==> src/design/htc_pkg.sv <==
`timescale 1ns / 1ps
// Shared types, widths and color band tables of the terrain color core.
package htc_pkg;

    localparam int BAND_COUNT = 8;

    // Ratio divider: 32-bit divisor, 21 quotient bits (enough to see the 2^20 clamp).
    localparam int RATIO_DW = 32;
    localparam int RATIO_QW = 21;

    // Color divider: weight sum as divisor, 16-bit channel quotient.
    localparam int COLOR_DW = 20;
    localparam int COLOR_QW = 16;
    localparam int COLOR_NW = COLOR_DW + COLOR_QW;

    localparam logic [13:0] DRAW_MAX    = 14'd9999;
    localparam logic [15:0] DRAW_SPAN   = 16'd10000;
    localparam logic [20:0] RATIO_LIMIT = 21'd1048576;
    localparam logic [16:0] ONE_Q16     = 17'd65536;
    localparam logic [9:0]  THOUSAND    = 10'd1000;

    // floor(m / 1250) == (m * JITTER_RECIP) >> JITTER_SHIFT for every m below 2^30.
    localparam int          JITTER_SHIFT = 41;
    localparam logic [30:0] JITTER_RECIP = 31'((64'd2199023255552 + 64'd1249) / 64'd1250);

    // floor(x / half) == (x * BAND_RECIP) >> BAND_SHIFT for every x below 2^24.
    localparam int BAND_SHIFT = 32;

    typedef enum logic [1:0] {
        REG_HEIGHT_MIN   = 2'd0,
        REG_HEIGHT_MAX   = 2'd1,
        REG_JITTER_SCALE = 2'd2
    } cfg_reg_t;

    typedef struct packed {
        logic signed [31:0] height;
        logic [13:0]        random_draw;
    } in_t;

    typedef struct packed {
        logic [15:0] red;
        logic [15:0] green;
        logic [15:0] blue;
    } out_t;

    typedef struct packed {
        logic        neg;
        logic        ovf;
        logic        jneg;
        logic [29:0] jmag;
    } ratio_side_t;

    typedef struct packed {
        logic [COLOR_NW-1:0] num_red;
        logic [COLOR_NW-1:0] num_green;
        logic [COLOR_NW-1:0] num_blue;
        logic [COLOR_DW-1:0] divisor;
    } color_num_t;

    // Band order: snow, rock, dark forest, grass, bright grass, earth, sand, water.
    localparam logic [25:0] BAND_CENTER_Q [BAND_COUNT] = '{
        26'(925 * 65536), 26'(800 * 65536), 26'(675 * 65536), 26'(400 * 65536),
        26'(300 * 65536), 26'(400 * 65536), 26'(175 * 65536), 26'(75 * 65536)
    };

    localparam logic [23:0] BAND_HALF_Q [BAND_COUNT] = '{
        24'(75 * 65536), 24'(100 * 65536), 24'(125 * 65536), 24'(225 * 65536),
        24'(100 * 65536), 24'(50 * 65536), 24'(25 * 65536), 24'(75 * 65536)
    };

    localparam logic [27:0] BAND_RECIP [BAND_COUNT] = '{
        28'((64'd4294967296 + 64'd74) / 64'd75),
        28'((64'd4294967296 + 64'd99) / 64'd100),
        28'((64'd4294967296 + 64'd124) / 64'd125),
        28'((64'd4294967296 + 64'd224) / 64'd225),
        28'((64'd4294967296 + 64'd99) / 64'd100),
        28'((64'd4294967296 + 64'd49) / 64'd50),
        28'((64'd4294967296 + 64'd24) / 64'd25),
        28'((64'd4294967296 + 64'd74) / 64'd75)
    };

    localparam logic [7:0] BAND_RED [BAND_COUNT] = '{
        8'd220, 8'd94, 8'd13, 8'd55, 8'd34, 8'd109, 8'd237, 8'd94
    };
    localparam logic [7:0] BAND_GREEN [BAND_COUNT] = '{
        8'd220, 8'd71, 8'd55, 8'd170, 8'd156, 8'd61, 8'd200, 8'd97
    };
    localparam logic [7:0] BAND_BLUE [BAND_COUNT] = '{
        8'd220, 8'd64, 8'd13, 8'd80, 8'd13, 8'd39, 8'd85, 8'd186
    };

endpackage

==> src/design/htc_front.sv <==
`timescale 1ns / 1ps
// Front stages: height offset, range, overflow test and jitter product.
module htc_front
    import htc_pkg::*;
(
    input  logic                aclk,
    input  logic                aresetn,
    input  logic                pipe_en,
    input  logic                in_valid,
    input  in_t                 in_data,
    input  logic signed [31:0]  height_min,
    input  logic signed [31:0]  height_max,
    input  logic [15:0]         jitter_scale,
    output logic                out_valid,
    output logic [RATIO_DW-1:0] out_rem,
    output logic [RATIO_QW-1:0] out_bits,
    output logic [RATIO_DW-1:0] out_div,
    output ratio_side_t         out_side
);

    logic signed [32:0] num_next;
    logic signed [32:0] den_next;
    logic [13:0]        draw_sat;
    logic signed [15:0] twice_next;

    logic               v1_reg;
    logic signed [32:0] num_reg;
    logic signed [32:0] den_reg;
    logic signed [15:0] twice_reg;

    logic               range_ok;
    logic               neg;
    logic [32:0]        mag_full;
    logic [31:0]        mag;
    logic               ovf;
    logic               tneg;
    logic [15:0]        tmag_full;
    logic [29:0]        jmag;
    logic               use_div;

    logic                v2_reg;
    logic [RATIO_DW-1:0] rem_reg;
    logic [RATIO_QW-1:0] bits_reg;
    logic [RATIO_DW-1:0] div_reg;
    ratio_side_t         side_reg;

    always_comb begin
        num_next   = $signed({in_data.height[31], in_data.height})
                   - $signed({height_min[31], height_min});
        den_next   = $signed({height_max[31], height_max})
                   - $signed({height_min[31], height_min});
        draw_sat   = (in_data.random_draw > DRAW_MAX) ? DRAW_MAX : in_data.random_draw;
        twice_next = $signed({1'b0, draw_sat, 1'b0}) - $signed(DRAW_SPAN);
    end

    always_ff @(posedge aclk) begin
        if (!aresetn) begin
            v1_reg <= 1'b0;
        end else if (pipe_en) begin
            v1_reg <= in_valid;
        end
        if (pipe_en) begin
            num_reg   <= num_next;
            den_reg   <= den_next;
            twice_reg <= twice_next;
        end
    end

    // The quotient is known to exceed the clamp when |num| * 2^16 >= den * 2^21.
    always_comb begin
        range_ok  = !den_reg[32] && (den_reg != '0);
        neg       = num_reg[32];
        mag_full  = neg ? 33'(-num_reg) : 33'(num_reg);
        mag       = mag_full[31:0];
        ovf       = range_ok && ({5'b0, mag[31:5]} >= den_reg[31:0]);
        use_div   = range_ok && !ovf;
        tneg      = twice_reg[15];
        tmag_full = tneg ? 16'(-twice_reg) : 16'(twice_reg);
        jmag      = {16'b0, tmag_full[13:0]} * {14'b0, jitter_scale};
    end

    always_ff @(posedge aclk) begin
        if (!aresetn) begin
            v2_reg <= 1'b0;
        end else if (pipe_en) begin
            v2_reg <= v1_reg;
        end
        if (pipe_en) begin
            rem_reg       <= use_div ? {5'b0, mag[31:5]} : '0;
            bits_reg      <= use_div ? {mag[4:0], 16'b0} : '0;
            div_reg       <= range_ok ? den_reg[31:0] : 32'd1;
            side_reg.neg  <= neg;
            side_reg.ovf  <= ovf;
            side_reg.jneg <= tneg;
            side_reg.jmag <= jmag;
        end
    end

    assign out_valid = v2_reg;
    assign out_rem   = rem_reg;
    assign out_bits  = bits_reg;
    assign out_div   = div_reg;
    assign out_side  = side_reg;

endmodule

==> config.mk <==
export PLATFORM = sky130hd
export DESIGN_NAME = htc_front
export DESIGN_NICKNAME = d
export VERILOG_FILES = /design/src/design/htc_pkg.sv /design/src/design/htc_front.sv
export SDC_FILE = /design/constraint.sdc
export NUM_CORES = 1
export LEC_CHECK = 0
export BUFFER_PORTS_ARGS = -buffer_cell sky130_fd_sc_hd__clkbuf_2
export CORE_ASPECT_RATIO = 1.25
export CORE_MARGIN = 3
export CORE_UTILIZATION = 60
export CTS_CLUSTER_DIAMETER = 150
export DETAILED_ROUTE_END_ITERATION = 8
export HOLD_SLACK_MARGIN = 0.08
export PLACE_DENSITY = 0.83
export SLEW_MARGIN = 10
export SYNTH_ARGS = -nofsm -noshare
export SYNTH_HDL_FRONTEND = slang
export SYNTH_SLANG_ARGS = --single-unit
==> constraint.sdc <==
create_clock -name aclk -period 7.75 [get_ports aclk]
set_input_delay 1.55 -clock aclk [delete_from_list [all_inputs] [get_ports aclk]]
set_output_delay 1.55 -clock aclk [all_outputs]
set_load 0.01 [all_outputs]
==> impl_metrics.csv <==
group,metric,value,unit
yosys,syn_avg_cell_area,9.99,um2
worst_setup_path,cp.arrival,7.54,ns
layout,stdcell_area,20100,um2
worst_setup_path,critPathMaxStageDelay,0.53,ns
floorplanning,rows,70,
floorplanning,ioPinCount,249,
layout,antennaDiodeCount,0,
routing,drt_iter0_drc,899,
routing,wl_met2,22000,um
cts,worstSkewPairLatency,0.43,ns
sta,drv_slew,0,
cts,clockBufferDepth,2,
sta,relSlewSlack,0.225,
worst_setup_path,critPathKind,"reg -> reg",
yosys,ys_ff_latch,178,
sta,skew,0.0153,ns
cts,h-tree-depth,4,
cts,numCtsBuffers,17,
sta,setup_viol,0,
cts,clock_sinks,178,
yosys,synth_cell_types,64,
yosys,ys_async_sr_fraction,0,
sta,max_slew.worst_pin.slew,1.15,ns
layout,syn2layout_area_growth,12.1,%
sta,hold_viol,0,
global_route,grt_max_degree,103,
placed_design,portBuffers,226,
sta,rsz0062_at_grt,"false",
worst_setup_path,crit_top_cell,"fa_1",
routing,m1WireLength,16000,um
worst_setup_path,path_cells,"inv_1 -> ha_1 -> nand2_1 -> or3_1 -> o31ai_1 -> xnor2_2 -> buf_4 -> nand2_1 -> fa_1 -> inv_1 -> fa_1 -> fa_1 -> fa_1 -> fa_1 -> ha_1 -> ha_1 -> a21o_1 -> a31oi_1 -> o21a_1 -> a21oi_1 -> a311o_1 -> a211o_1 -> a21oi_1 -> xnor2_1",
layout,fill_cells,2285,
routing,top_layer,"met4",
placed_design,gp_congestion,0.925,
yosys,synthFlopType,"edfxtp_1",
layout,layout-drive-gt1-share,0.150,
worst_setup_path,cp_slowest_cell,"fa_1",
yosys,yosysSeqAreaShare,0.298,
placed_design,place_inst,2383,
global_route,antenna_found_initial,0,
floorplanning,die_x,160,um
worst_setup_path,required,7.92,ns
cts,holdBufCountCts,0,
worst_setup_path,cp-end-kind,"register",
worst_setup_path,cp_max_fo,8,
yosys,yosysTopAreaCellShare,0.296,
worst_setup_path,r2r-end,"out_side[28]$_DFFE_PP_",
layout,nets,2483,
worst_setup_path,r2r-start,"twice_reg[2]$_SDFFCE_PP1P_",
yosys,ys_warn_count,0,
global_route,grt_pass1_wl,68500,um
floorplanning,die_y,199,um
global_route,grt_pass1_vias,14000,
status,status,"completed",
routing,vias_per_cell,5.63,
routing,ant_nets,0,
sta,fin_crit_sh,0.952,
routing,routedWlPerCell,17.4,um
floorplanning,dieArea,31900,um2
worst_setup_path,start_kind,"register",
worst_setup_path,crit_path_end,"out_side[28]$_DFFE_PP_",
cts,root_buffer,"clkbuf_16",
placed_design,placed_area,19400,um2
routing,drc_errors,0,
worst_setup_path,startpoint,"twice_reg[2]$_SDFFCE_PP1P_",
cts,clkTransAtPathRegs,0.07,ns
layout,regArea,5330,um2
routing,drt_wl_total,42000,um
yosys,netlist.top_cell.by_area,"edfxtp_1",
yosys,synth_edf_count,176,
layout,instances_no_fill,2415,
cts,cts_tree,"done",
sta,fin_setup_tns,0,ns
yosys,syn_area,17900,um2
worst_setup_path,regToRegSetupSlack,0.38,ns
global_route,grt.total_usage,0.268,
floorplanning,coreArea,29300,um2
routing,drtPass1Iterations,5,
floorplanning,initial_utilization,0.610,
yosys,synthTopCellsByArea,"edfxtp_1 30%, fa_1 17%, ha_1 13%, inv_1 4.9%, xnor2_1 4.2%",
hold_path,hold_class,"reg -> reg",
layout,multi_input_area,11500,um2
routing,dr_total_vias,13600,
worst_setup_path,reg2reg_depth,24,
routing,met3_length,2370,um
placed_design,dp_hpwl,34400,um
global_route,grt-ovfl-total,0,
sta,max_freq,136,MHz
run,drv_cap,0,
sta,period_minus_slack,7.37,ns
yosys,postSynthCellCount,1791,
critical path: cells and delay by family (launching register included):
| kind | cells | cell delay [ns] |
|---|---|---|
| buffers and inverters | 3 | 0.41 |
| adders and majority gates | 8 | 3.38 |
| DFF | 1 | 0.39 |
| and+or+nand+nor | 3 | 0.48 |
| xor gates and xnor gates | 2 | 0.40 |
| AOI/OAI and AO/OA | 8 | 2.04 |
placed cells by master (no fill, tap or decap), drive strengths merged, types with 10 or more instances in the layout:
master,count
clkbuf,244
inv,239
nand2,194
ha,191
edfxtp,176
fa,156
and2,105
xnor2,85
a21oi,83
o21ai,60
nor2,59
a21o,54
nor2b,46
xor2,40
conb,22
nor3,21
nand3,19
nand2b,19
buf,19
nand4,17
o21a,15
o31ai,15
nor4,11
or3,11
a211oi,10
per-stage QoR:
step	worst slack, ns	util	hold slack, ns
global route	0.0186	0.683	0.550
detailed placement	0.185	0.661	0.515
global placement	0.389	0.661	0.495
finish	0.375	0.683	0.527
floorplan	0.699	-	0.480
CTS	0.179	0.681	0.531
how the worst min path moves through the flow:
stage                                 from                endpoint  slack [ns]  depth (start not counted)
floorplan            num_reg[32]$_DFFE_PP_  out_side[32]$_DFFE_PP_        0.48                          0
global placement       v1_reg$_SDFFE_PN0P_     v1_reg$_SDFFE_PN0P_        0.49                          2
detailed placement     v1_reg$_SDFFE_PN0P_     v1_reg$_SDFFE_PN0P_        0.52                          2
CTS                    v1_reg$_SDFFE_PN0P_     v1_reg$_SDFFE_PN0P_        0.53                          2
global route        out_valid$_SDFFE_PN0P_  out_valid$_SDFFE_PN0P_        0.55                          2
finish                 v1_reg$_SDFFE_PN0P_     v1_reg$_SDFFE_PN0P_        0.53                          2
cell type report:
type	count	area share
clock buffer	19	0.0216
clock inverter	13	0.00755
multi-input combinational	1331	0.573
timing repair buffer	244	0.0635
sequential	178	0.266
inverter	234	0.0438
tap	396	0.0247
logic make-up (layout without fill, tap and decap cells):
kind of cell / after synthesis / count (layout) / share of synthesized area
AND/OR/NAND/NOR: 529 / 529 / 0.150
adder cells (fa/ha/maj): 347 / 347 / 0.308
AO/OA/AOI/OAI: 305 / 305 / 0.112
buffers and inverters: 303 / 510 / 0.0683
flip-flops: 178 / 178 / 0.298
XOR/XNOR: 125 / 125 / 0.0612
multiplexers: 3 / 3 / 0.00168
other: 1 / 22 / 0.000210
routing by layer:
| metal | GRT usage | vias to the layer above |
|---|---|---|
| met4 | 0.108 | 0 |
| met1 | 0.318 | 6537 |
| li1 | - | 6445 |
| met2 | 0.491 | 497 |
| met3 | 0.0367 | 113 |
| met5 | 0 | - |
what timing repair did:
action | 4_1_cts | 5_1_grt
resized for setup | 0 | 9
endpoints found under the setup margin | 0 | 6
buffers inserted | 0 | 0
synthesized netlist by cell type, types with 46 or more instances:
| cell | n |
|---|---|
| clkbuf_1 | 46 |
| a21oi_1 | 83 |
| nand2_1 | 194 |
| a21o_1 | 54 |
| ha_1 | 191 |
| nor2_1 | 59 |
| and2_1 | 105 |
| fa_1 | 156 |
| xnor2_1 | 85 |
| o21ai_0 | 59 |
| edfxtp_1 | 176 |
| inv_1 | 234 |
Power is not shown: default switching activity piles up to over one toggle a cycle in this logic, so the estimate is an artifact.
